## src/rtl/bc_texture_block_decoder_top_assert.svh

```systemverilog
// Assertion macros for the texture block decoder
`ifndef BC_TEXTURE_BLOCK_DECODER_TOP_ASSERT_SVH
`define BC_TEXTURE_BLOCK_DECODER_TOP_ASSERT_SVH

// Implication checked on every clock edge outside reset
`define BCD_ASSERT_IMPL(label, clk, rst, ante, cons) \
  label: assert property (@(posedge clk) disable iff (rst) (ante) |-> (cons)) \
    else $error("assertion failed");

// Next-cycle implication checked on every clock edge outside reset
`define BCD_ASSERT_NEXT(label, clk, rst, ante, cons) \
  label: assert property (@(posedge clk) disable iff (rst) (ante) |=> (cons)) \
    else $error("assertion failed");

`endif

```

## src/rtl/bctd_pkg.sv

```systemverilog
// ----------------------------------------------------------------------------
// bctd_pkg
// Shared types, constants and helpers of the texture block decoder.
// ----------------------------------------------------------------------------
`timescale 1ns / 1ps

package bctd_pkg;

  typedef enum logic [1:0] {
    FMT_BC1 = 2'd0,
    FMT_BC2 = 2'd1,
    FMT_BC3 = 2'd2,
    FMT_BC5 = 2'd3
  } fmt_t;

  localparam logic [0:0] REG_FORMAT = 1'b0;
  localparam int unsigned QDEPTH = 2;
  localparam int unsigned TEXELS = 16;
  localparam int unsigned ROOT_STAGES = 8;  // square root stages, one result bit each

  // A block as held in the queue: colour palette, channel palettes, indices.
  typedef struct packed {
    fmt_t            fmt;
    logic [3:0][7:0] pb;
    logic [3:0][7:0] pg;
    logic [3:0][7:0] pr;
    logic [3:0]      pa_opaque;
    logic [31:0]     cidx;
    logic [7:0][7:0] c0p;
    logic [7:0][7:0] c1p;
    logic [47:0]     a0idx;
    logic [47:0]     a1idx;
    logic [63:0]     nib;
  } blk_t;

  // 5-bit and 6-bit endpoint expansion, v*255/max truncated, by reciprocal
  // multiplication that is exact over the whole field range
  function automatic logic [7:0] exp5(input logic [4:0] v);
    logic [25:0] t;
    t = 26'(v) * 26'd2156535;  // 255 * 8457, 8457 / 2^18 ~ 1/31
    return 8'(t >> 18);
  endfunction

  function automatic logic [7:0] exp6(input logic [5:0] v);
    logic [27:0] t;
    t = 28'(v) * 28'd4244475;  // 255 * 16645, 16645 / 2^20 ~ 1/63
    return 8'(t >> 20);
  endfunction

  function automatic logic [7:0] div3(input logic [9:0] v);
    logic [20:0] t;
    t = 21'(v) * 21'd683;
    return 8'(t >> 11);
  endfunction

  function automatic logic [7:0] div7(input logic [10:0] v);
    logic [23:0] t;
    t = 24'(v) * 24'd2341;
    return 8'(t >> 14);
  endfunction

  function automatic logic [7:0] div5(input logic [10:0] v);
    logic [23:0] t;
    t = 24'(v) * 24'd3277;
    return 8'(t >> 14);
  endfunction

endpackage

```

## src/rtl/bctd_front.sv

```systemverilog
// ----------------------------------------------------------------------------
// bctd_front
// Accepts blocks and builds the colour and channel palettes of each.
// ----------------------------------------------------------------------------
`timescale 1ns / 1ps

module bctd_front (
  input  logic              clk,
  input  logic              rst,
  input  bctd_pkg::fmt_t    fmt,
  input  logic              in_valid,
  output logic              in_ready,
  input  logic [63:0]       block_low,
  input  logic [63:0]       block_high,
  output logic              blk_valid,
  input  logic              blk_ready,
  output bctd_pkg::blk_t    blk
);

  bctd_pkg::blk_t blk_next;
  logic [63:0] cw;
  logic [15:0] c0, c1;
  logic        four;
  logic [7:0]  e0r, e0g, e0b, e1r, e1g, e1b;

  assign in_ready = !blk_valid || blk_ready;

  function automatic logic [7:0][7:0] chpal(input logic [15:0] w);
    logic [7:0] a0, a1;
    logic [7:0][7:0] p;
    a0 = w[7:0];
    a1 = w[15:8];
    p[0] = a0;
    p[1] = a1;
    if (a0 > a1) begin
      for (int k = 1; k <= 6; k++) begin
        p[k+1] = bctd_pkg::div7(11'(7 - k) * 11'(a0) + 11'(k) * 11'(a1));
      end
    end else begin
      for (int k = 1; k <= 4; k++) begin
        p[k+1] = bctd_pkg::div5(11'(5 - k) * 11'(a0) + 11'(k) * 11'(a1));
      end
      p[6] = 8'd0;
      p[7] = 8'd255;
    end
    return p;
  endfunction

  always_comb begin
    cw   = (fmt == bctd_pkg::FMT_BC1) ? block_low : block_high;
    c0   = cw[15:0];
    c1   = cw[31:16];
    four = (fmt != bctd_pkg::FMT_BC1) || (c0 > c1);
    e0r  = bctd_pkg::exp5(c0[15:11]);
    e0g  = bctd_pkg::exp6(c0[10:5]);
    e0b  = bctd_pkg::exp5(c0[4:0]);
    e1r  = bctd_pkg::exp5(c1[15:11]);
    e1g  = bctd_pkg::exp6(c1[10:5]);
    e1b  = bctd_pkg::exp5(c1[4:0]);
    blk_next.fmt = fmt;
    blk_next.pr[0] = e0r; blk_next.pg[0] = e0g; blk_next.pb[0] = e0b;
    blk_next.pr[1] = e1r; blk_next.pg[1] = e1g; blk_next.pb[1] = e1b;
    if (four) begin
      blk_next.pr[2] = bctd_pkg::div3({e0r, 1'b0} + 10'(e1r));
      blk_next.pg[2] = bctd_pkg::div3({e0g, 1'b0} + 10'(e1g));
      blk_next.pb[2] = bctd_pkg::div3({e0b, 1'b0} + 10'(e1b));
      blk_next.pr[3] = bctd_pkg::div3(10'(e0r) + {e1r, 1'b0});
      blk_next.pg[3] = bctd_pkg::div3(10'(e0g) + {e1g, 1'b0});
      blk_next.pb[3] = bctd_pkg::div3(10'(e0b) + {e1b, 1'b0});
      blk_next.pa_opaque = 4'b1111;
    end else begin
      blk_next.pr[2] = 8'((9'(e0r) + 9'(e1r)) >> 1);
      blk_next.pg[2] = 8'((9'(e0g) + 9'(e1g)) >> 1);
      blk_next.pb[2] = 8'((9'(e0b) + 9'(e1b)) >> 1);
      blk_next.pr[3] = 8'd0;
      blk_next.pg[3] = 8'd0;
      blk_next.pb[3] = 8'd0;
      blk_next.pa_opaque = 4'b0111;
    end
    blk_next.cidx  = cw[63:32];
    blk_next.c0p   = chpal(block_low[15:0]);
    blk_next.c1p   = chpal(block_high[15:0]);
    blk_next.a0idx = block_low[63:16];
    blk_next.a1idx = block_high[63:16];
    blk_next.nib   = block_low;
  end

  always_ff @(posedge clk) begin
    if (rst) begin
      blk_valid <= 1'b0;
    end else if (in_ready) begin
      blk_valid <= in_valid;
    end
  end

  always_ff @(posedge clk) begin
    if (in_ready && in_valid) begin
      blk <= blk_next;
    end
  end

endmodule

```

## config.mk

```make
export PLATFORM = sky130hd
export DESIGN_NAME = bctd_front
export DESIGN_NICKNAME = d
export VERILOG_FILES = /design/src/rtl/bc_texture_block_decoder_top_assert.svh /design/src/rtl/bctd_pkg.sv /design/src/rtl/bctd_front.sv
export SDC_FILE = /design/constraint.sdc
export NUM_CORES = 2
export LEC_CHECK = 0
export ABC_CLOCK_PERIOD_IN_PS = 12270
export BUFFER_PORTS_ARGS = -buffer_cell sky130_fd_sc_hd__buf_2
export CORE_MARGIN = 5
export CORE_UTILIZATION = 58
export DETAILED_ROUTE_END_ITERATION = 6
export GPL_ROUTABILITY_DRIVEN = 1
export GPL_TIMING_DRIVEN = 1
export PLACE_DENSITY = 0.76
export SYNTH_ARGS = -nofsm -noshare
export SYNTH_HDL_FRONTEND = slang
export SYNTH_SLANG_ARGS = --single-unit
```

## constraint.sdc

```tcl
create_clock -name clk -period 12.27 [get_ports clk]
set_input_delay 0.6135 -clock clk [delete_from_list [all_inputs] [get_ports clk]]
set_output_delay 0.6135 -clock clk [all_outputs]
set_load 0.1 [all_outputs]
```

==> results.py <==
metrics = {
    "detailed_routing": {
        "vias": 53108,
        "wl_um": 187000,
        "ant_nets": 0,
        "vias_per_cell": 5.64,
        "drt_first_pass_iters": 7,
        "drt_iter0_drc": 2674,
        "wl_per_cell_um": 19.8,
        "drc": 3,
    },
    "die": {
        "start_util_pct": 58.6,
        "core.rowCount": 130,
        "die_h_um": 367,
        "design.die.area_mm2": 0.134,
        "die_w_um": 367,
        "core_mm2": 0.126,
        "io-pin-count": 558,
    },
    "global_route": {
        "grt_pass1_wl_um": 300000,
        "antenna_found_initial": 18,
        "grt.total_usage_pct": 27.7,
        "grt_max_degree": 160,
        "grt_pass1_vias": 57012,
        "grt-ovfl-total": 0,
    },
    "logic_synthesis": {
        "synthCells": 7118,
        "ys_ff_latch": 356,
        "ys_seq_area_share_pct": 14.5,
        "syn_avg_cell_area_um2": 10.4,
        "ys.flop_type": "edfxtp_1",
        "ys.warnings.count": 0,
        "yosysTopAreaCellShare_pct": 35.7,
        "yosysTopAreaCell": "ha_1",
        "synth_area_leaders": "ha_1, fa_1, edfxtp_1, inv_1, xnor2_1",
        "synth_edf_count": 355,
        "async_flop_share_pct": 0,
        "yosysUniqueCellTypes": 103,
        "syn_area_mm2": 0.0737,
    },
    "critical_path": {
        "timing.critical_path.from_type": "input port",
        "crit_path_end_kind": "flop",
        "slowest_delay_ns": 0.67,
        "r2r_cells": 4,
        "reg2reg_from": "blk_valid",
        "r2r_setup_slack_ns": 8.80,
        "crit_arrival_ns": 11.87,
        "crit_path_start": "fmt[0]",
        "cpMaxStageDelayCell": "fa_1",
        "crit_end": "blk[355]",
        "crit_required_ns": 12.68,
        "worstSetupPathType": "in -> reg",
        "critPathMaxFanout": 12,
        "reg2reg_to": "blk[165]",
    },
    "timing": {
        "finalClockSkew_ns": 0.0370,
        "slew_violations": 0,
        "timing.fmax_ghz": 0.0873,
        "setup_ws_ns": 0.810,
        "finalCriticalPeriod_ns": 11.46,
        "fin_crit_sh_pct": 93.4,
        "worst_pin_slew_ns": 1.12,
        "rsz0062_at_grt": "false",
        "timing.slew.headroom_pct": 25.3,
        "setup_viol": 0,
        "timing_hold_violations_final": 0,
    },
    "place": {
        "hpwl_um": 161000,
        "numPortBuffers": 554,
        "gp_congestion": 0.946,
        "place_inst": 9326,
        "post-place-ws_ns": -0.0710,
    },
    "layout": {
        "layout_commonest_cell": "ha_1",
        "fin_nets": 10682,
        "layout_common_cells": "ha_1, inv_1, fa_1, buf_2, edfxtp_1",
        "fin_util_pct": 63.7,
        "syn2layout_area_growth_pct": 8.75,
        "layout.cells.non_filler": 9417,
        "layout-drive-gt1-share_pct": 11.1,
    },
    "clock_network": {
        "htreeDepth": 2,
        "clk_latency_ns": 0.65,
        "clock-sinks": 356,
        "cts_tree": "done",
        "clkTransAtPathRegs_ns": 0.06,
        "root_buffer": "clkbuf_16",
        "numCtsBuffers": 42,
        "hold_buffers": 0,
        "ctsLongestPathBuffers": 3,
    },
    "run_status": {
        "violations": "DRC",
        "outcome": "finished, violations left",
    },
    "flow_run": {
        "drv_cap": 0,
    },
    "hold_path": {
        "hp-class": "in -> reg",
    },
}
per-stage QoR:
| step | area [um^2] | TNS, ns | hold WS (ns) |
|---|---|---|---|
| 3_3_place_gp | 78700 | 0 | 0.493 |
| 4_1_cts | 80100 | 0 | 0.0708 |
| 3_5_place_dp | 78700 | -0.117 | 0.518 |
| 5_1_grt | 80200 | 0 | 0.0915 |
| 6_report | 80200 | 0 | 0.116 |
| 2_1_floorplan | 73700 | 0 | 0.683 |
state kept, by name, indices dropped and copies added (netlist names):
register and cells:
blk_valid 1, blk 355
how the worst min path moves through the flow:
stage | depth (start not counted) | startpoint | slack (ns) | end
after global placement | 2 | blk_valid | 0.49 | blk_valid
after floorplan | 1 | rst | 0.68 | blk_valid
after global routing | 2 | rst | 0.09 | blk_valid
after CTS | 2 | rst | 0.07 | blk_valid
final | 2 | rst | 0.12 | blk_valid
after detailed placement | 2 | blk_valid | 0.52 | blk_valid
cells by family (layout without fill, tap and decap cells):
family | Yosys count | count (layout) | share of synthesized area (%)
AOI/OAI and AO/OA | 1107 | 1107 | 10.0
xor gates and xnor gates | 488 | 488 | 5.93
adders and majority gates | 2827 | 2827 | 55.3
buffers and inverters | 1487 | 2124 | 7.96
DFF | 356 | 356 | 14.5
muxes | 76 | 76 | 1.10
other | 1 | 13 | 0.00509
and+or+nand+nor | 776 | 776 | 5.22
worst max-delay path: cells and delay by family:
kind | cells | cell delay, ns
AOI/OAI and AO/OA | 16 | 3.25
adders and majority gates | 12 | 4.63
and+or+nand+nor | 10 | 1.35
muxes | 1 | 0.43
xor gates and xnor gates | 2 | 0.91
buffers and inverters | 6 | 0.65
layout make-up:
cell class,instances,area (um^2)
Multi-Input combinational cell,5277,57200
Fill cell,10136,45700
Sequential cell,356,10700
Inverter,1382,5190
Timing Repair Buffer,664,3620
Tap cell,1650,2060
Clock buffer,47,1070
Clock inverter,31,307
Antenna cell,10,25.0
synthesized netlist by cell type, drive strengths merged (48+ instances only):
cell and instances:
ha 2106, inv 1382, fa 719, edfxtp 355, a21oi 352, xnor2 321, nor2 217, nand2 169
xor2 164, a21o 163, o21ai 158, o21bai 114, buf 79, nand3 63, nor3 55, o21a 48
repair_timing:
action	CTS	global route
endpoints found under the hold margin	0	0
buffers inserted	0	3
setup endpoints to repair	0	6
gates resized for setup	0	2
layer usage:
layer	global-route usage (%)	vias to the layer above	share of wire, %
met1	34.0	25880	41
met4	10.8	4	4.3
met3	3.87	354	5.1
met2	49.2	1277	49
met5	0	-	0.018
li1	-	25593	-
Power is left out: the tool's default activity adds up to more than one toggle a clock period on the data nets, which glitch-free logic cannot reach.
