<file path="config.mk">
export PLATFORM = sky130hd
export DESIGN_NAME = bctd_back
export DESIGN_NICKNAME = d
export VERILOG_FILES = /design/src/rtl/bc_texture_block_decoder_top_assert.svh /design/src/rtl/bctd_pkg.sv /design/src/rtl/bctd_back.sv
export SDC_FILE = /design/constraint.sdc
export NUM_CORES = 1
export LEC_CHECK = 0
export BUFFER_PORTS_ARGS = -buffer_cell sky130_fd_sc_hd__buf_2
export CORE_MARGIN = 3
export CORE_UTILIZATION = 58
export CTS_CLUSTER_SIZE = 20
export DETAILED_ROUTE_END_ITERATION = 10
export GPL_TIMING_DRIVEN = 0
export HOLD_SLACK_MARGIN = 0.1
export PLACE_DENSITY = 0.81
export SKIP_LAST_GASP = 1
export SLEW_MARGIN = 25
export SYNTH_ARGS = -nofsm -noshare
export SYNTH_HDL_FRONTEND = slang
export SYNTH_SLANG_ARGS = --single-unit
</file>
<file path="constraint.sdc">
create_clock -name clk -period 18.65 [get_ports clk]
set_input_delay 1.865 -clock clk [delete_from_list [all_inputs] [get_ports clk]]
set_output_delay 1.865 -clock clk [all_outputs]
set_load 0.05 [all_outputs]
</file>
<file path="src/rtl/bc_texture_block_decoder_top_assert.svh">
// Assertion macros for the texture block decoder
`ifndef BC_TEXTURE_BLOCK_DECODER_TOP_ASSERT_SVH
`define BC_TEXTURE_BLOCK_DECODER_TOP_ASSERT_SVH

// Implication checked on every clock edge outside reset
`define BCD_ASSERT_IMPL(label, clk, rst, ante, cons) \
  label: assert property (@(posedge clk) disable iff (rst) (ante) |-> (cons)) \
    else $error("assertion failed");

// Next-cycle implication checked on every clock edge outside reset
`define BCD_ASSERT_NEXT(label, clk, rst, ante, cons) \
  label: assert property (@(posedge clk) disable iff (rst) (ante) |=> (cons)) \
    else $error("assertion failed");

`endif

</file>
<file path="src/rtl/bctd_pkg.sv">
// ----------------------------------------------------------------------------
// bctd_pkg
// Shared types, constants and helpers of the texture block decoder.
// ----------------------------------------------------------------------------
`timescale 1ns / 1ps

package bctd_pkg;

  typedef enum logic [1:0] {
    FMT_BC1 = 2'd0,
    FMT_BC2 = 2'd1,
    FMT_BC3 = 2'd2,
    FMT_BC5 = 2'd3
  } fmt_t;

  localparam logic [0:0] REG_FORMAT = 1'b0;
  localparam int unsigned QDEPTH = 2;
  localparam int unsigned TEXELS = 16;
  localparam int unsigned ROOT_STAGES = 8;  // square root stages, one result bit each

  // A block as held in the queue: colour palette, channel palettes, indices.
  typedef struct packed {
    fmt_t            fmt;
    logic [3:0][7:0] pb;
    logic [3:0][7:0] pg;
    logic [3:0][7:0] pr;
    logic [3:0]      pa_opaque;
    logic [31:0]     cidx;
    logic [7:0][7:0] c0p;
    logic [7:0][7:0] c1p;
    logic [47:0]     a0idx;
    logic [47:0]     a1idx;
    logic [63:0]     nib;
  } blk_t;

  // 5-bit and 6-bit endpoint expansion, v*255/max truncated, by reciprocal
  // multiplication that is exact over the whole field range
  function automatic logic [7:0] exp5(input logic [4:0] v);
    logic [25:0] t;
    t = 26'(v) * 26'd2156535;  // 255 * 8457, 8457 / 2^18 ~ 1/31
    return 8'(t >> 18);
  endfunction

  function automatic logic [7:0] exp6(input logic [5:0] v);
    logic [27:0] t;
    t = 28'(v) * 28'd4244475;  // 255 * 16645, 16645 / 2^20 ~ 1/63
    return 8'(t >> 20);
  endfunction

  function automatic logic [7:0] div3(input logic [9:0] v);
    logic [20:0] t;
    t = 21'(v) * 21'd683;
    return 8'(t >> 11);
  endfunction

  function automatic logic [7:0] div7(input logic [10:0] v);
    logic [23:0] t;
    t = 24'(v) * 24'd2341;
    return 8'(t >> 14);
  endfunction

  function automatic logic [7:0] div5(input logic [10:0] v);
    logic [23:0] t;
    t = 24'(v) * 24'd3277;
    return 8'(t >> 14);
  endfunction

endpackage

</file>
<file path="src/rtl/bctd_back.sv">
// ----------------------------------------------------------------------------
// bctd_back
// Walks the sixteen texels of a block; pipelined square root for BC5 blue.
// ----------------------------------------------------------------------------
`timescale 1ns / 1ps

module bctd_back (
  input  logic           clk,
  input  logic           rst,
  input  logic           blk_valid,
  output logic           blk_ready,
  input  bctd_pkg::blk_t blk,
  output logic           out_valid,
  input  logic           out_ready,
  output logic [7:0]     blue,
  output logic [7:0]     green,
  output logic [7:0]     red,
  output logic [7:0]     alpha,
  output logic [3:0]     texel_index,
  output logic           last_texel
);

  typedef struct packed {
    logic       v;
    logic [7:0] b, g, r, a;
    logic [3:0] idx;
    logic       bc5;
    logic [16:0] rem;
    logic [8:0]  root;
  } stg_t;

  logic [3:0]  cnt;
  logic        adv;
  stg_t        st [bctd_pkg::ROOT_STAGES+1];
  stg_t        st_next [bctd_pkg::ROOT_STAGES+1];
  stg_t        s0;
  logic [1:0]  ci;
  logic [2:0]  i0, i1;
  logic [7:0]  ch0, ch1;
  logic signed [9:0] dr, dg;
  logic signed [19:0] d;
  logic [19:0] trial;

  // whole pipe moves when the output is free
  assign adv       = !out_valid || out_ready;
  assign blk_ready = adv && (cnt == 4'd15);

  always_comb begin
    ci  = blk.cidx[2*cnt +: 2];
    i0  = blk.a0idx[3*cnt +: 3];
    i1  = blk.a1idx[3*cnt +: 3];
    ch0 = blk.c0p[i0];
    ch1 = blk.c1p[i1];
    dr  = $signed({1'b0, ch0, 1'b0}) - 10'sd255;
    dg  = $signed({1'b0, ch1, 1'b0}) - 10'sd255;
    d   = 20'sd65025 - dr * dr - dg * dg;
    s0      = '0;
    s0.v    = blk_valid;
    s0.idx  = cnt;
    s0.b    = blk.pb[ci];
    s0.g    = blk.pg[ci];
    s0.r    = blk.pr[ci];
    s0.a    = blk.pa_opaque[ci] ? 8'd255 : 8'd0;
    unique case (blk.fmt)
      bctd_pkg::FMT_BC1: ;
      bctd_pkg::FMT_BC2: s0.a = {blk.nib[4*cnt +: 4], blk.nib[4*cnt +: 4]};
      bctd_pkg::FMT_BC3: s0.a = ch0;
      bctd_pkg::FMT_BC5: begin
        s0.bc5 = 1'b1;
        s0.r   = ch0;
        s0.g   = ch1;
        s0.a   = 8'd255;
        s0.rem = d > 0 ? 17'(d) : 17'd0;
      end
      default: ;
    endcase
  end

  // restoring square root, stage k settles result bit ROOT_STAGES-1-k
  always_comb begin
    trial = '0;
    st_next[0] = s0;
    for (int k = 0; k < bctd_pkg::ROOT_STAGES; k++) begin
      trial = 20'({st[k].root, 2'b01}) << (2 * (bctd_pkg::ROOT_STAGES - 1 - k));
      st_next[k+1] = st[k];
      if (st[k].bc5) begin
        if (trial <= 20'(st[k].rem)) begin
          st_next[k+1].rem  = 17'(20'(st[k].rem) - trial);
          st_next[k+1].root = {st[k].root[7:0], 1'b1};
        end else begin
          st_next[k+1].root = {st[k].root[7:0], 1'b0};
        end
      end
    end
  end

  always_ff @(posedge clk) begin
    if (rst) begin
      cnt <= '0;
    end else if (adv && blk_valid) begin
      cnt <= cnt + 4'd1;
    end
  end

  always_ff @(posedge clk) begin
    if (rst) begin
      for (int k = 0; k <= bctd_pkg::ROOT_STAGES; k++) st[k].v <= 1'b0;
    end else if (adv) begin
      for (int k = 0; k <= bctd_pkg::ROOT_STAGES; k++) st[k] <= st_next[k];
    end
  end

  assign out_valid   = st[bctd_pkg::ROOT_STAGES].v;
  assign blue        = st[bctd_pkg::ROOT_STAGES].bc5 ?
                       8'((10'(st[bctd_pkg::ROOT_STAGES].root) + 10'd256) >> 1) :
                       st[bctd_pkg::ROOT_STAGES].b;
  assign green       = st[bctd_pkg::ROOT_STAGES].g;
  assign red         = st[bctd_pkg::ROOT_STAGES].r;
  assign alpha       = st[bctd_pkg::ROOT_STAGES].a;
  assign texel_index = st[bctd_pkg::ROOT_STAGES].idx;
  assign last_texel  = (st[bctd_pkg::ROOT_STAGES].idx == 4'd15);

endmodule

</file>
==> results.py <==
metrics = {
    "floorplan": {
        "fp.coreArea_sq_um": 52800,
        "fp.dieW_um": 237,
        "pin_count": 465,
        "initial_core_util_pct": 58.8,
        "die-area_sq_um": 56300,
        "row_count": 84,
        "die_y_um": 237,
    },
    "detailed_routing": {
        "routed-via-count": 20000,
        "ant_nets": 0,
        "firstDrtPassIters": 5,
        "drt-total-wl_um": 78700,
        "wl_per_cell_um": 21.3,
        "drt_iter0_markers": 1240,
        "drc": 0,
        "viasPerCell": 5.41,
    },
    "placed_design": {
        "io_buffers": 464,
        "place_ws_ns": 6.89,
        "dp_hpwl_um": 65000,
        "place_congestion": 0.986,
    },
    "synth": {
        "async_flop_share_pct": 0,
        "yosys_most_used_dff": "edfxtp_1",
        "ys_types": 76,
        "avgSynthCellArea_sq_um": 12.7,
        "synth.yosys.seq_area_share_pct": 47.6,
        "synth_top_cell_area_share_pct": 47.4,
        "ys_seq_elements": 493,
        "synth_warnings": 0,
        "synth_area_sq_um": 31000,
        "synth_most_common_cell": "edfxtp_1",
        "synth_common_cells": "489 x edfxtp_1, 378 x and2_1, 311 x inv_1",
        "syn_nets": 3186,
        "synth_edf_count": 489,
        "synth_top_area_cell": "edfxtp_1",
        "synthTopCellsByArea": "edfxtp_1 47%, fa_1 12%, and2_1 7.6%",
        "synthCells": 2446,
    },
    "sta": {
        "tightestPinTransition_ns": 1.03,
        "finClkSkew_ns": 0.0141,
        "setup_viol": 0,
        "finalCriticalPeriod_ns": 11.22,
        "setup_slack_ns": 7.43,
        "tns_ns": 0,
        "worst_slew_margin_rel_pct": 29.9,
        "period_share_pct": 60.2,
        "rsz0062_at_grt": "no",
        "fmax_mhz": 89.1,
        "hold_viol_final": 0,
        "slew_violations": 0,
    },
    "clocking": {
        "cts_resized": 0,
        "cts_buffers": 45,
        "path_clk_slew_ns": 0.07,
        "cts-root-buf": "clkbuf_16",
        "clk_path_buf_depth": 3,
        "ctsHoldBuffers": 0,
        "clkLatencyLatePin_ns": 0.57,
        "post_cts.repair.setup_buffers": 0,
        "cts_tree": "done",
        "htree_levels": 2,
        "cts.sinks": 493,
    },
    "grt": {
        "grt_pass1_vias": 21400,
        "grt_pass1_wl_um": 121000,
        "grt-ovfl-total": 0,
        "grt_max_degree": 59,
        "antenna_found_initial": 7,
        "track_usage_pct": 28.6,
    },
    "finish": {
        "post-route-util_pct": 68.1,
        "drive_above_1_share_pct": 24.8,
        "multiInputGateArea_sq_um": 14300,
        "synthToLayoutAreaGrowth_pct": 15.9,
        "area.sequential_sq_um": 14800,
        "nets": 3706,
        "nFillCells": 3804,
    },
    "setup_path": {
        "worstPathMaxFanout": 12,
        "crit_slowest_cell": "mux2i_1",
        "slowest_delay_ns": 0.80,
        "cp.required_ns": 18.96,
        "crit_top_cell": "fa_1",
        "cp-start-kind": "primary input",
        "r2r_start": "cnt[1]",
        "rrSetupSlack_ns": 8.04,
        "r2r_end": "st[0][22]",
        "cp.arrival_ns": 11.53,
        "crit_type": "in2reg",
        "path_buf_inv": 7,
        "cp_top_family": "adder cells",
        "reg2regPathDepth": 30,
        "critPathCaptureType": "flop",
    },
    "flow_run": {
        "drv_cap": 0,
    },
    "worst_hold_path": {
        "whs_path_depth": 1,
        "min_from": "st[1][34]",
        "holdPathEnd": "st[1][98]",
        "hp-class": "reg2reg",
    },
    "run_status": {
        "status": "finished clean",
    },
}
==> metal layers <==
layer / vias up / wire [um] / GRT usage (%)
li1: 9343 / - / -
met1: 9883 / 29900 / 34.5
met2: 605 / 41400 / 51.9
met3: 138 / 4140 / 4.36
met4: 2 / 3310 / 11.4
met5: - / 13 / 0
==> layout make-up <==
cell class | count | share of cell area, %
Antenna cell | 2 | 0.0139
Buffer | 128 | 2.10
Clock buffer | 52 | 3.21
Clock inverter | 32 | 0.958
Inverter | 319 | 3.33
Multi-Input combinational cell | 1506 | 39.8
Sequential cell | 493 | 41.1
Tap cell | 688 | 2.40
Timing Repair Buffer | 473 | 7.09
==> state kept, by name, indices dropped and copies added, names as in the netlist <==
register and flops:
st 489, cnt 4
==> worst max-delay path by stage <==
stage,startpoint,end,slack (ns),cells past startpoint
after global placement,out_ready,st[0][62],-3.22,8
final,blk[139],st[0][22],7.43,30
after detailed placement,blk[139],st[0][22],6.89,31
after global routing,blk[139],st[0][20],7.03,31
after floorplan,out_ready,st[0][61],1.68,7
after CTS,blk[139],st[0][22],7.46,31
==> per-stage QoR <==
| stage | hold slack (ns) | area, sq um | instances |
|---|---|---|---|
| 5_1_grt | 0.513 | 35900 | 3693 |
| 3_5_place_dp | 0.501 | 34400 | 3607 |
| 4_1_cts | 0.502 | 35900 | 3691 |
| 6_report | 0.504 | 35900 | 3693 |
| 3_3_place_gp | 0.500 | 34200 | 3598 |
| 2_1_floorplan | 0.497 | 31000 | 2446 |
==> worst reg2reg max path: cells and delay by family, from the launching register on <==
kind	cells	cell delay (ns)
DFF	1	0.63
AOI/OAI and AO/OA	6	1.50
buffers and inverters	7	1.48
xor gates and xnor gates	1	0.45
adders and majority gates	8	3.83
and+or+nand+nor	4	0.84
muxes	4	1.61
==> cell families after synthesis <==
logic type | after synthesis | synth area share [%]
AND/OR/NAND/NOR | 750 | 13.3
XOR/XNOR | 59 | 1.67
adder cells (fa/ha/maj) | 314 | 17.1
multiplexers | 218 | 10.5
buffers and inverters | 447 | 6.27
flip-flops | 493 | 47.6
AO/OA/AOI/OAI | 164 | 3.53
other | 1 | 0.0121
==> layout by cell type, fill, tap and decap left out, types with 8 or more instances in the layout <==
cell	n
mux2_2	31
buf_4	34
a21oi_1	42
mux4_2	74
edfxtp_1	489
inv_1	311
nand3_1	12
nor2_1	145
nor3_1	19
and2_1	378
nor2b_1	17
nor4_1	11
a21o_1	8
xor2_1	20
nand2b_1	16
buf_2	479
fa_1	183
and3_1	10
nand2_1	92
ha_1	131
o21a_1	14
o21ai_0	37
xnor2_1	39
clkbuf_1	64
mux2i_1	101
clkinv_2	10
clkbuf_16	45
buf_6	14
Power is left out: the tool's default activity adds up to more than one toggle a clock period on the data nets, which glitch-free logic cannot reach.
