[config.mk]
export PLATFORM = sky130hd
export DESIGN_NAME = bctd_queue
export DESIGN_NICKNAME = d
export VERILOG_FILES = /design/src/rtl/bc_texture_block_decoder_top_assert.svh /design/src/rtl/bctd_pkg.sv /design/src/rtl/bctd_queue.sv
export SDC_FILE = /design/constraint.sdc
export NUM_CORES = 1
export LEC_CHECK = 0
export BUFFER_PORTS_ARGS = -buffer_cell sky130_fd_sc_hd__buf_2
export CAP_MARGIN = 20
export CORE_AREA = 2 2 326 328
export DETAILED_ROUTE_END_ITERATION = 12
export DIE_AREA = 0 0 328 330
export PLACE_DENSITY_LB_ADDON = 0.25
export SLEW_MARGIN = 25
export SYNTH_ARGS = -nofsm -noshare
export SYNTH_HDL_FRONTEND = slang
export SYNTH_SLANG_ARGS = --single-unit
export TNS_END_PERCENT = 10
[constraint.sdc]
create_clock -name clk -period 33.9 [get_ports clk]
set_input_delay 6.78 -clock clk [delete_from_list [all_inputs] [get_ports clk]]
set_output_delay 6.78 -clock clk [all_outputs]
set_load 0.05 [all_outputs]
[src/rtl/bc_texture_block_decoder_top_assert.svh]
// Assertion macros for the texture block decoder
`ifndef BC_TEXTURE_BLOCK_DECODER_TOP_ASSERT_SVH
`define BC_TEXTURE_BLOCK_DECODER_TOP_ASSERT_SVH

// Implication checked on every clock edge outside reset
`define BCD_ASSERT_IMPL(label, clk, rst, ante, cons) \
  label: assert property (@(posedge clk) disable iff (rst) (ante) |-> (cons)) \
    else $error("assertion failed");

// Next-cycle implication checked on every clock edge outside reset
`define BCD_ASSERT_NEXT(label, clk, rst, ante, cons) \
  label: assert property (@(posedge clk) disable iff (rst) (ante) |=> (cons)) \
    else $error("assertion failed");

`endif

[src/rtl/bctd_pkg.sv]
// ----------------------------------------------------------------------------
// bctd_pkg
// Shared types, constants and helpers of the texture block decoder.
// ----------------------------------------------------------------------------
`timescale 1ns / 1ps

package bctd_pkg;

  typedef enum logic [1:0] {
    FMT_BC1 = 2'd0,
    FMT_BC2 = 2'd1,
    FMT_BC3 = 2'd2,
    FMT_BC5 = 2'd3
  } fmt_t;

  localparam logic [0:0] REG_FORMAT = 1'b0;
  localparam int unsigned QDEPTH = 2;
  localparam int unsigned TEXELS = 16;
  localparam int unsigned ROOT_STAGES = 8;  // square root stages, one result bit each

  // A block as held in the queue: colour palette, channel palettes, indices.
  typedef struct packed {
    fmt_t            fmt;
    logic [3:0][7:0] pb;
    logic [3:0][7:0] pg;
    logic [3:0][7:0] pr;
    logic [3:0]      pa_opaque;
    logic [31:0]     cidx;
    logic [7:0][7:0] c0p;
    logic [7:0][7:0] c1p;
    logic [47:0]     a0idx;
    logic [47:0]     a1idx;
    logic [63:0]     nib;
  } blk_t;

  // 5-bit and 6-bit endpoint expansion, v*255/max truncated, by reciprocal
  // multiplication that is exact over the whole field range
  function automatic logic [7:0] exp5(input logic [4:0] v);
    logic [25:0] t;
    t = 26'(v) * 26'd2156535;  // 255 * 8457, 8457 / 2^18 ~ 1/31
    return 8'(t >> 18);
  endfunction

  function automatic logic [7:0] exp6(input logic [5:0] v);
    logic [27:0] t;
    t = 28'(v) * 28'd4244475;  // 255 * 16645, 16645 / 2^20 ~ 1/63
    return 8'(t >> 20);
  endfunction

  function automatic logic [7:0] div3(input logic [9:0] v);
    logic [20:0] t;
    t = 21'(v) * 21'd683;
    return 8'(t >> 11);
  endfunction

  function automatic logic [7:0] div7(input logic [10:0] v);
    logic [23:0] t;
    t = 24'(v) * 24'd2341;
    return 8'(t >> 14);
  endfunction

  function automatic logic [7:0] div5(input logic [10:0] v);
    logic [23:0] t;
    t = 24'(v) * 24'd3277;
    return 8'(t >> 14);
  endfunction

endpackage

[src/rtl/bctd_queue.sv]
// ----------------------------------------------------------------------------
// bctd_queue
// Two-entry block queue between the front and back halves.
// ----------------------------------------------------------------------------
`timescale 1ns / 1ps

module bctd_queue (
  input  logic           clk,
  input  logic           rst,
  input  logic           wr_valid,
  output logic           wr_ready,
  input  bctd_pkg::blk_t wr_data,
  output logic           rd_valid,
  input  logic           rd_ready,
  output bctd_pkg::blk_t rd_data
);

  bctd_pkg::blk_t mem [bctd_pkg::QDEPTH];
  logic       wp, rp;
  logic [1:0] cnt;
  logic       wr, rd;

  assign wr_ready = (cnt != 2'd2);
  assign rd_valid = (cnt != 2'd0);
  assign rd_data  = mem[rp];
  assign wr = wr_valid && wr_ready;
  assign rd = rd_valid && rd_ready;

  always_ff @(posedge clk) begin
    if (rst) begin
      wp  <= 1'b0;
      rp  <= 1'b0;
      cnt <= 2'd0;
    end else begin
      if (wr) wp <= ~wp;
      if (rd) rp <= ~rp;
      cnt <= cnt + 2'(wr) - 2'(rd);
    end
  end

  always_ff @(posedge clk) begin
    if (wr) begin
      mem[wp] <= wr_data;
    end
  end

endmodule

==> impl_metrics.env, run 1 <==
export IMPL_outcome="complete, no violations"
export IMPL_cts_tree="yes"
export IMPL_netSwitchingFraction=0.3616
export IMPL_synth_xor_area_frac=0.0008103
export IMPL_ys_top_cells_by_area="edfxtp_1 (78%), mux2_4 (18%), buf_8 (1.8%), mux2_2 (1.5%), dfxtp_1 (0.31%)"
export IMPL_critPathLaunchType="register"
export IMPL_first_pass_iters=4
export IMPL_ys_warn_count=0
export IMPL_r2r_start="cnt[0]$_SDFF_PP0_"
export IMPL_nNetsFinal=2675
export IMPL_clock_latency_ns=0.64
export IMPL_wl_met2_um=41460
export IMPL_slew_violations=0
export IMPL_drtIter0Drc=732
export IMPL_grt_pass1_vias=16800
export IMPL_yosys_area_share_simple=0.001659
export IMPL_synth_distinct_cells=19
export IMPL_globalRouteOverflowTotal=0
export IMPL_wl_met1_um=25220
export IMPL_fp_dieArea_um2=108200
export IMPL_antenna_found_initial=21
export IMPL_vdd_drop_max_mv=0.06031
export IMPL_min_period_ns=10.64
export IMPL_top_layer="met5"
export IMPL_syn_inst=1337
export IMPL_cts_sinks=849
export IMPL_netlist_area_um2=32430
export IMPL_power_leakage_nw=15.71
export IMPL_utilization=0.3902
export IMPL_drv_cap=0
export IMPL_layout_drive_gt1_share=0.6092
export IMPL_cts_htree_levels=3
export IMPL_drc=0
export IMPL_rows=119
export IMPL_grt_pass1_wl_um=105900
export IMPL_rsz0062_at_grt="no"
export IMPL_syn_num_nets=1765
export IMPL_die_h_um=330
export IMPL_cp_max_fo=123
export IMPL_required_ns=27.12
export IMPL_pwr_share_clk=0.271
export IMPL_cts_setup_buffers=0
export IMPL_reg2reg_slack_ns=29.53
export IMPL_synth_compound_area_frac=0.0002315
export IMPL_clk_pin_slew_ns=0.06
export IMPL_yosys_area_share_adder=0.0007717
export IMPL_fin_crit_sh=0.3139
export IMPL_placeableCoreArea_um2=104700
export IMPL_synth_largest_area_cell="edfxtp_1"
export IMPL_wl_per_cell_um=20.22
export IMPL_die_x_um=328
export IMPL_finalSetupViolations=0
export IMPL_met3RoutedLength_um=6083
export IMPL_cts_buffers=90
export IMPL_clockBufferDepth=3
export IMPL_worst_slew_pin_slew_ns=1.092
export IMPL_power_density_nw_per_um2=87.21
export IMPL_dp_hpwl_um=52570
export IMPL_ios=850
export IMPL_pwr_share_seq=0.381
export IMPL_cts_hold_buf=0
export IMPL_max_clock_freq_mhz=93.99
export IMPL_min_from="rp$_SDFFE_PP0P_"
export IMPL_yosys_mux_area_fraction=0.1909
export IMPL_intPower_mw=2.274
export IMPL_globalplace_congestion=0.7931
export IMPL_comb_power_share=0.347
export IMPL_hp_class="register to register"
export IMPL_postSynthAreaPerCell_um2=24.25
export IMPL_root_buffer="clkbuf_16"
export IMPL_arrival_ns=3.86
export IMPL_ys_ff_latch=849
export IMPL_post_cts_resized=0
export IMPL_io_buffer_count=849
export IMPL_final_antenna_net_count=0
export IMPL_areaGrowthSynthToFinish_pct=25.97
export IMPL_dr_total_vias=15820
export IMPL_ys_seq_area_frac=0.7847
export IMPL_grt_max_degree=145
export IMPL_net_switching_power_mw=1.288
export IMPL_cp_end_kind="output port"
export IMPL_routed_wl_um=75200
export IMPL_hold_viol_final=0
export IMPL_max_slew_margin=0.2721
export IMPL_crit_type="register to output port"
export IMPL_viasPerCell=4.252
export IMPL_netlist_area_leader_share=0.7816
export IMPL_synth_top_family_by_area="multiplexers"
export IMPL_grt_usage=0.1314
export IMPL_tns_ns=0
export IMPL_clock_skew_final_ns=0.02576
export IMPL_initial_core_util=0.3098
state kept, by name, summed over array words and instances, names as in the netlist, named ones only:
register and flops:
rp 1, mem 844, wp 1, cnt 2
power groups by stage:
stage | Clock [mW] | Sequential [mW] | Combinational (mW)
after floorplan | 0 | 1.46 | 1.03
after global placement | 0 | 1.38 | 1.25
after detailed placement | 0 | 1.38 | 1.25
after CTS | 0.997 | 1.36 | 1.26
after global routing | 1.03 | 1.37 | 1.29
final | 0.966 | 1.36 | 1.24
path summary, 6_finish.rpt:
check | end | cells past startpoint
max | rd_data[166] | 4
min | register | 2
max reg2reg | mem[1][183]$_DFFE_PP_ | 5
min reg2reg | register | 2
critical path: stages, from the launching register on:
cell and delay [ns]:
dfxtp_4 0.87, buf_12 0.60, buf_6 0.69, mux2_4 0.39, buf_2 0.22
through the flow:
stage | std cells | cell area (um^2) | power (mW) | hold WS (ns) | setup slack (ns)
global route | 3717 | 40840 | 3.692 | 0.5626 | 23.06
detailed placement | 3546 | 37920 | 2.635 | 0.4998 | 23.24
floorplan | 1337 | 32430 | 2.487 | 0.4810 | 8.338
finish | 3719 | 40850 | 3.562 | 0.5217 | 23.26
CTS | 3707 | 40810 | 3.613 | 0.5220 | 23.18
global placement | 3546 | 37910 | 2.625 | 0.4964 | 23.30
cells by family after synthesis:
family                   count (synthesis)
AO/OA/AOI/OAI                            1
XOR/XNOR                                 3
adder cells (fa/ha/maj)                  2
buffers and inverters                   48
flip-flops                             849
multiplexers                           423
AND/OR/NAND/NOR                         11
final cells by class:
type,count,area (um^2)
clock buffers,121,2474
diodes,12,30.03
inverters,1,3.754
clock inverters,40,422.9
well taps,1391,1740
fillers,9644,63820
multi-input cells,440,6315
repair buffers,865,4414
flip-flops and latches,849,25450
routing by layer:
layer	GRT usage	vias to the layer above
met3	0.04888	145
li1	-	7188
met2	0.2448	529
met5	0	-
met4	0.05185	20
met1	0.1314	7933
cell usage after synthesis, drive strengths merged:
master  count
nand2b      1
xor2        1
ha          2
buf        47
mux2      423
nand2       1
xnor2       2
nor2b       2
o21a        1
and3        1
nor2        5
or2         1
dfxtp       5
edfxtp    844
inv         1
cells in the final DEF (no fill, tap or decap):
cell type  count
dfxtp_1        4
diode_2       12
or2_2          1
xor2_1         1
mux2_4       380
buf_2        849
and3_4         1
o21a_1         1
nand2_1        1
ha_1           2
nor2_1         4
buf_12         3
clkbuf_16     94
nand2b_1       1
edfxtp_1     844
nor2_4         1
clkinv_8       1
buf_6          2
inv_1          1
mux2_2        43
xnor2_1        2
clkinv_1      17
clkinv_2      11
dfxtp_4        1
bufinv_16      9
buf_4         11
clkbuf_1      25
nor2b_1        2
clkbuf_8       2
clkinv_4       2
Power figures use the tool's default switching activity.
==> run 2, diff against run 1 <==
Clock period 33.9 ns to 10.7 ns, I/O delays scaled along.
==> impl_metrics.env, run 2 (synthesis results as in run 1) <==
export IMPL_outcome="complete, no violations"
export IMPL_critPathLaunchType="register"
export IMPL_io_buffer_count=849
export IMPL_arrival_ns=3.39
export IMPL_r2r_end="mem[0][93]$_DFFE_PP_"
export IMPL_placeableCoreArea_um2=104700
export IMPL_rr_worst_depth=5
export IMPL_grt_usage=0.1300
export IMPL_drtIter0Drc=660
export IMPL_cts_tree="yes"
export IMPL_power_density_nw_per_um2=276.0
export IMPL_cts_buffers=93
export IMPL_first_pass_iters=4
export IMPL_final_cell_mix="buf_2 (849), edfxtp_1 (844), mux2_4 (380)"
export IMPL_globalRouteOverflowTotal=0
export IMPL_reg_top3="mem (844), cnt (2)"
export IMPL_antenna_found_initial=24
export IMPL_max_clock_freq_mhz=180.8
export IMPL_min_from="rp$_SDFFE_PP0P_"
export IMPL_dr_total_vias=15770
export IMPL_clk_pin_slew_ns=0.06
export IMPL_largest_reg_flops=844
export IMPL_grt_max_degree=154
export IMPL_vdd_drop_max_mv=0.1586
export IMPL_grt_pass1_vias=16600
export IMPL_grt_pass1_wl_um=104400
export IMPL_max_slew_margin=0.3013
export IMPL_required_ns=8.56
export IMPL_placed_cells=3543
export IMPL_final_antenna_net_count=0
export IMPL_post_cts_resized=0
export IMPL_fin_crit_sh=0.5169
export IMPL_initial_core_util=0.3098
export IMPL_rows=119
export IMPL_total_power_mw=11.30
export IMPL_viasPerCell=4.235
export IMPL_cts_htree_levels=3
export IMPL_die_x_um=328
export IMPL_hold_viol_final=0
export IMPL_utilization=0.3910
export IMPL_clock_skew_final_ns=0.02205
export IMPL_nNetsFinal=2675
export IMPL_worst_slew_pin_slew_ns=1.048
export IMPL_cts_sinks=849
export IMPL_drv_cap=0
export IMPL_hp_class="register to register"
export IMPL_cts_setup_buffers=0
export IMPL_slew_violations=0
export IMPL_layout_drive_gt1_share=0.6099
export IMPL_tns_ns=0
export IMPL_hold_path_endpoint="rp$_SDFFE_PP0P_"
export IMPL_worst_hold_slack_ns=0.5318
export IMPL_final_common_cell="buf_2"
export IMPL_finalSetupViolations=0
export IMPL_hold_path_cell_count=2
export IMPL_routed_wl_um=74560
export IMPL_reg2reg_slack_ns=7.28
export IMPL_areaGrowthSynthToFinish_pct=26.20
export IMPL_largest_register="mem"
export IMPL_fp_dieArea_um2=108200
export IMPL_rsz0062_at_grt="no"
export IMPL_r2r_start="cnt[0]$_SDFF_PP0_"
export IMPL_cp_max_fo=102
export IMPL_ios=850
export IMPL_clock_latency_ns=0.65
export IMPL_die_h_um=330
export IMPL_cp_end_kind="output port"
export IMPL_instances_no_fill=3723
export IMPL_cts_hold_buf=0
export IMPL_dp_hpwl_um=51420
export IMPL_power_leakage_nw=15.73
export IMPL_root_buffer="clkbuf_16"
export IMPL_wl_per_cell_um=20.03
export IMPL_crit_type="register to output port"
export IMPL_drc=0
export IMPL_min_period_ns=5.531
export IMPL_clockBufferDepth=3
export IMPL_globalplace_congestion=0.7825
## run 2: worst max-delay path, stage by stage, from the launching register on
cell     delay [ns]
dfxtp_4        0.42
buf_12         0.49
buf_4          0.92
mux2_4         0.36
buf_2          0.21
## run 2: worst max path at each step
| stage | from | to | slack (ns) | cells after the start |
|---|---|---|---|---|
| 2_1_floorplan | wr_valid | mem[1][0]$_DFFE_PP_ | -1.90 | 1 |
| 3_5_place_dp | wr_valid | mem[0][116]$_DFFE_PP_ | 5.58 | 5 |
| 6_report | register | rd_data[103] | 5.17 | 4 |
| 5_1_grt | register | rd_data[17] | 5.04 | 4 |
| 4_1_cts | register | rd_data[17] | 5.08 | 4 |
| 3_3_place_gp | wr_valid | mem[0][116]$_DFFE_PP_ | 5.63 | 5 |
## run 2: final cells by class
class	count	area, um^2
antenna	12	30.03
clock buffer	112	2441
clock inverter	56	511.7
fill	9572	63750
inverter	1	3.754
multi-input combinational	440	6315
sequential	849	25450
tap	1391	1740
timing repair buffer	862	4434
## run 2: layer usage
layer | part of all wire | track usage
met5 | 0.0018 | 0
met4 | 0.024 | 0.04936
met3 | 0.099 | 0.05537
met2 | 0.53 | 0.2335
met1 | 0.35 | 0.1336
## run 2: power breakdown
group	internal (mW)	leakage (nW)	switching (mW)
Sequential	4.18	7.93	0.0961
Combinational	1.19	6.36	2.75
Clock	1.80	1.44	1.28
Total	7.18	15.7	4.12
## run 2: metrics by stage
stage,area [um^2],setup slack [ns]
floorplan,32430,-1.905
global route,40910,5.036
finish,40920,5.169
detailed placement,37940,5.580
global placement,37940,5.626
CTS,40890,5.084
==> run 3, diff against run 2 <==
Settings changed: ABC_AREA set to 1, CORE_AREA 2 2 326 328 to 2 2 333 335, DIE_AREA 0 0 328 330 to 0 0 335 337.
Clock period 10.7 ns to 4.9 ns, I/O delays scaled along.
==> impl_metrics.env, run 3 <==
export IMPL_globalplace_congestion=0.8021
export IMPL_dr_total_vias=16180
export IMPL_fp_dieArea_um2=112900
export IMPL_critPathLaunchType="register"
export IMPL_place_ws_ns=1.737
export IMPL_cp_max_fo=37
export IMPL_syn_num_nets=1778
export IMPL_die_h_um=337
export IMPL_netSwitchingFraction=0.3653
export IMPL_routed_wl_um=79710
export IMPL_slew_violations=0
export IMPL_fin_crit_sh=0.7678
export IMPL_worst_hold_slack_ns=0.4907
export IMPL_cp_cell_sequence="buf_4 > mux2_2 > buf_2"
export IMPL_nNetsFinal=2722
export IMPL_globalRouteOverflowTotal=0
export IMPL_final_antenna_net_count=0
export IMPL_wl_per_cell_um=20.92
export IMPL_required_ns=3.92
export IMPL_pwr_share_seq=0.383
export IMPL_place_area_um2=38420
export IMPL_worst_path_buf_inv=2
export IMPL_tns_ns=0
export IMPL_ys_ff_latch=849
export IMPL_cp_top_family="flip-flops"
export IMPL_synth_distinct_cells=14
export IMPL_cpPeakStageDelay_ns=0.96
export IMPL_netlist_area_um2=32440
export IMPL_clockBufferDepth=3
export IMPL_power_density_nw_per_um2=598.0
export IMPL_net_switching_power_mw=9.041
export IMPL_ys_top_cells_by_area="edfxtp_1 (78%), mux2_4 (18%), buf_8 (1.8%), mux2_2 (1.5%), dfxtp_1 (0.31%)"
export IMPL_cts_htree_levels=3
export IMPL_intPower_mw=15.71
export IMPL_synth_largest_area_cell="edfxtp_1"
export IMPL_final_common_cell="buf_2"
export IMPL_cp_end_kind="output port"
export IMPL_clk_pin_slew_ns=0.06
export IMPL_drc=0
export IMPL_drtIter0Drc=692
export IMPL_postSynthAreaPerCell_um2=24.03
export IMPL_total_power_mw=24.75
export IMPL_drv_cap=0
export IMPL_hp_class="input pin to register"
export IMPL_cts_hold_buf=0
export IMPL_largest_reg_flops=844
export IMPL_final_area_um2=41390
export IMPL_grt_usage=0.1337
export IMPL_grt_pass1_vias=17150
export IMPL_arrival_ns=2.78
export IMPL_cts_buffers=93
export IMPL_finalSetupViolations=0
export IMPL_first_pass_iters=4
export IMPL_vdd_drop_max_mv=0.3190
export IMPL_ys_top_cells_by_count="edfxtp_1 (844), mux2_4 (380), mux2_2 (42), buf_8 (39), nor2_1 (9)"
export IMPL_reg_top3="mem (844), cnt (2)"
export IMPL_ys_seq_area_frac=0.7843
export IMPL_crit_type="register to output port"
export IMPL_cts_tree="yes"
export IMPL_clock_latency_ns=0.66
export IMPL_grt_pass1_wl_um=111300
export IMPL_outcome="complete, no violations"
export IMPL_placeableCoreArea_um2=109600
export IMPL_slowest_stage="dfxtp_4"
export IMPL_async_flop_share=0
export IMPL_max_clock_freq_mhz=265.8
export IMPL_initial_core_util=0.2960
export IMPL_layout_drive_gt1_share=0.6092
export IMPL_largest_register="mem"
export IMPL_io_buffer_count=849
export IMPL_clock_skew_final_ns=0.01389
export IMPL_power_leakage_nw=15.97
export IMPL_synth_edf_count=844
export IMPL_die_x_um=335
export IMPL_root_buffer="clkbuf_16"
export IMPL_final_cell_mix="buf_2 (849), edfxtp_1 (844), mux2_4 (380)"
export IMPL_worst_slew_pin_slew_ns=0.9338
export IMPL_viasPerCell=4.247
export IMPL_rows=122
export IMPL_comb_power_share=0.346
export IMPL_ys_warn_count=0
export IMPL_hold_viol_final=0
export IMPL_areaGrowthSynthToFinish_pct=27.58
export IMPL_min_period_ns=3.762
export IMPL_grt_max_degree=110
export IMPL_netlist_area_leader_share=0.7812
export IMPL_syn_inst=1350
export IMPL_cts_setup_buffers=0
export IMPL_ios=850
export IMPL_antenna_found_initial=25
export IMPL_synth_top_flop_cell="edfxtp_1"
export IMPL_max_slew_margin=0.3774
export IMPL_post_cts_resized=0
export IMPL_pwr_share_clk=0.271
export IMPL_rsz0062_at_grt="no"
export IMPL_yosysMostFrequentCell="edfxtp_1"
export IMPL_dp_hpwl_um=57260
export IMPL_final_setup_worst_slack_ns=1.138
export IMPL_cts_sinks=849
-- run 3: cell count changes in the layout (fill, tap and decap cells not counted), moves of 6 or more --
cell      previous run  this run
buf_12               7        18
buf_4                6        29
clkbuf_1            17        23
inv_1                1         7
nand2_1              1         7
-- run 3: worst paths after layout --
path	start	end	slack (ns)	cells after the start
setup / recovery	register	rd_data[36]	1.14	3
setup reg to reg	cnt[0]$_SDFF_PP0_	mem[0][238]$_DFFE_PP_	2.46	5
hold reg to reg	rp$_SDFFE_PP0P_	register	0.52	2
hold / removal	rst	cnt[0]$_SDFF_PP0_	0.49	2
-- run 3: metrics by stage --
stage / cells / util
2_1_floorplan: 1350 / -
3_3_place_gp: 3625 / 0.3506
3_5_place_dp: 3625 / 0.3506
4_1_cts: 3798 / 0.3774
5_1_grt: 3806 / 0.3776
6_report: 3810 / 0.3777
-- run 3: kinds of logic after synthesis --
| group | Yosys count | synth area share |
|---|---|---|
| flip-flops | 849 | 0.7843 |
| multiplexers | 422 | 0.1904 |
| buffers and inverters | 55 | 0.02179 |
| AND/OR/NAND/NOR | 20 | 0.002429 |
| AO/OA/AOI/OAI | 2 | 0.0003085 |
| adder cells (fa/ha/maj) | 2 | 0.0007712 |
-- run 3: power groups by stage --
stage                     Combinational, mW  Sequential [mW]  Clock [mW]
after CTS                              8.69             9.51        6.95
after global routing                   8.91             9.57        7.21
final                                  8.56             9.48        6.71
after floorplan                        6.90             9.77           0
after global placement                 8.63             9.60           0
after detailed placement               8.67             9.65           0
-- run 3: layer usage --
metal,GRT usage,up-vias,wire [um]
li1,-,7319,-
met5,0,-,172
met4,0.05286,28,2040
met2,0.2475,584,43120
met3,0.04998,130,6803
met1,0.1350,8121,27580
-- run 3: final cells by class --
cell class              instances  area, um^2
fillers                     10230       68210
flip-flops and latches        849       25450
multi-input cells             446        6329
repair buffers                896        4827
clock buffers                 117        2439
well taps                    1426        1784
clock inverters                56       500.5
inverters                       8       33.78
diodes                         12       30.03
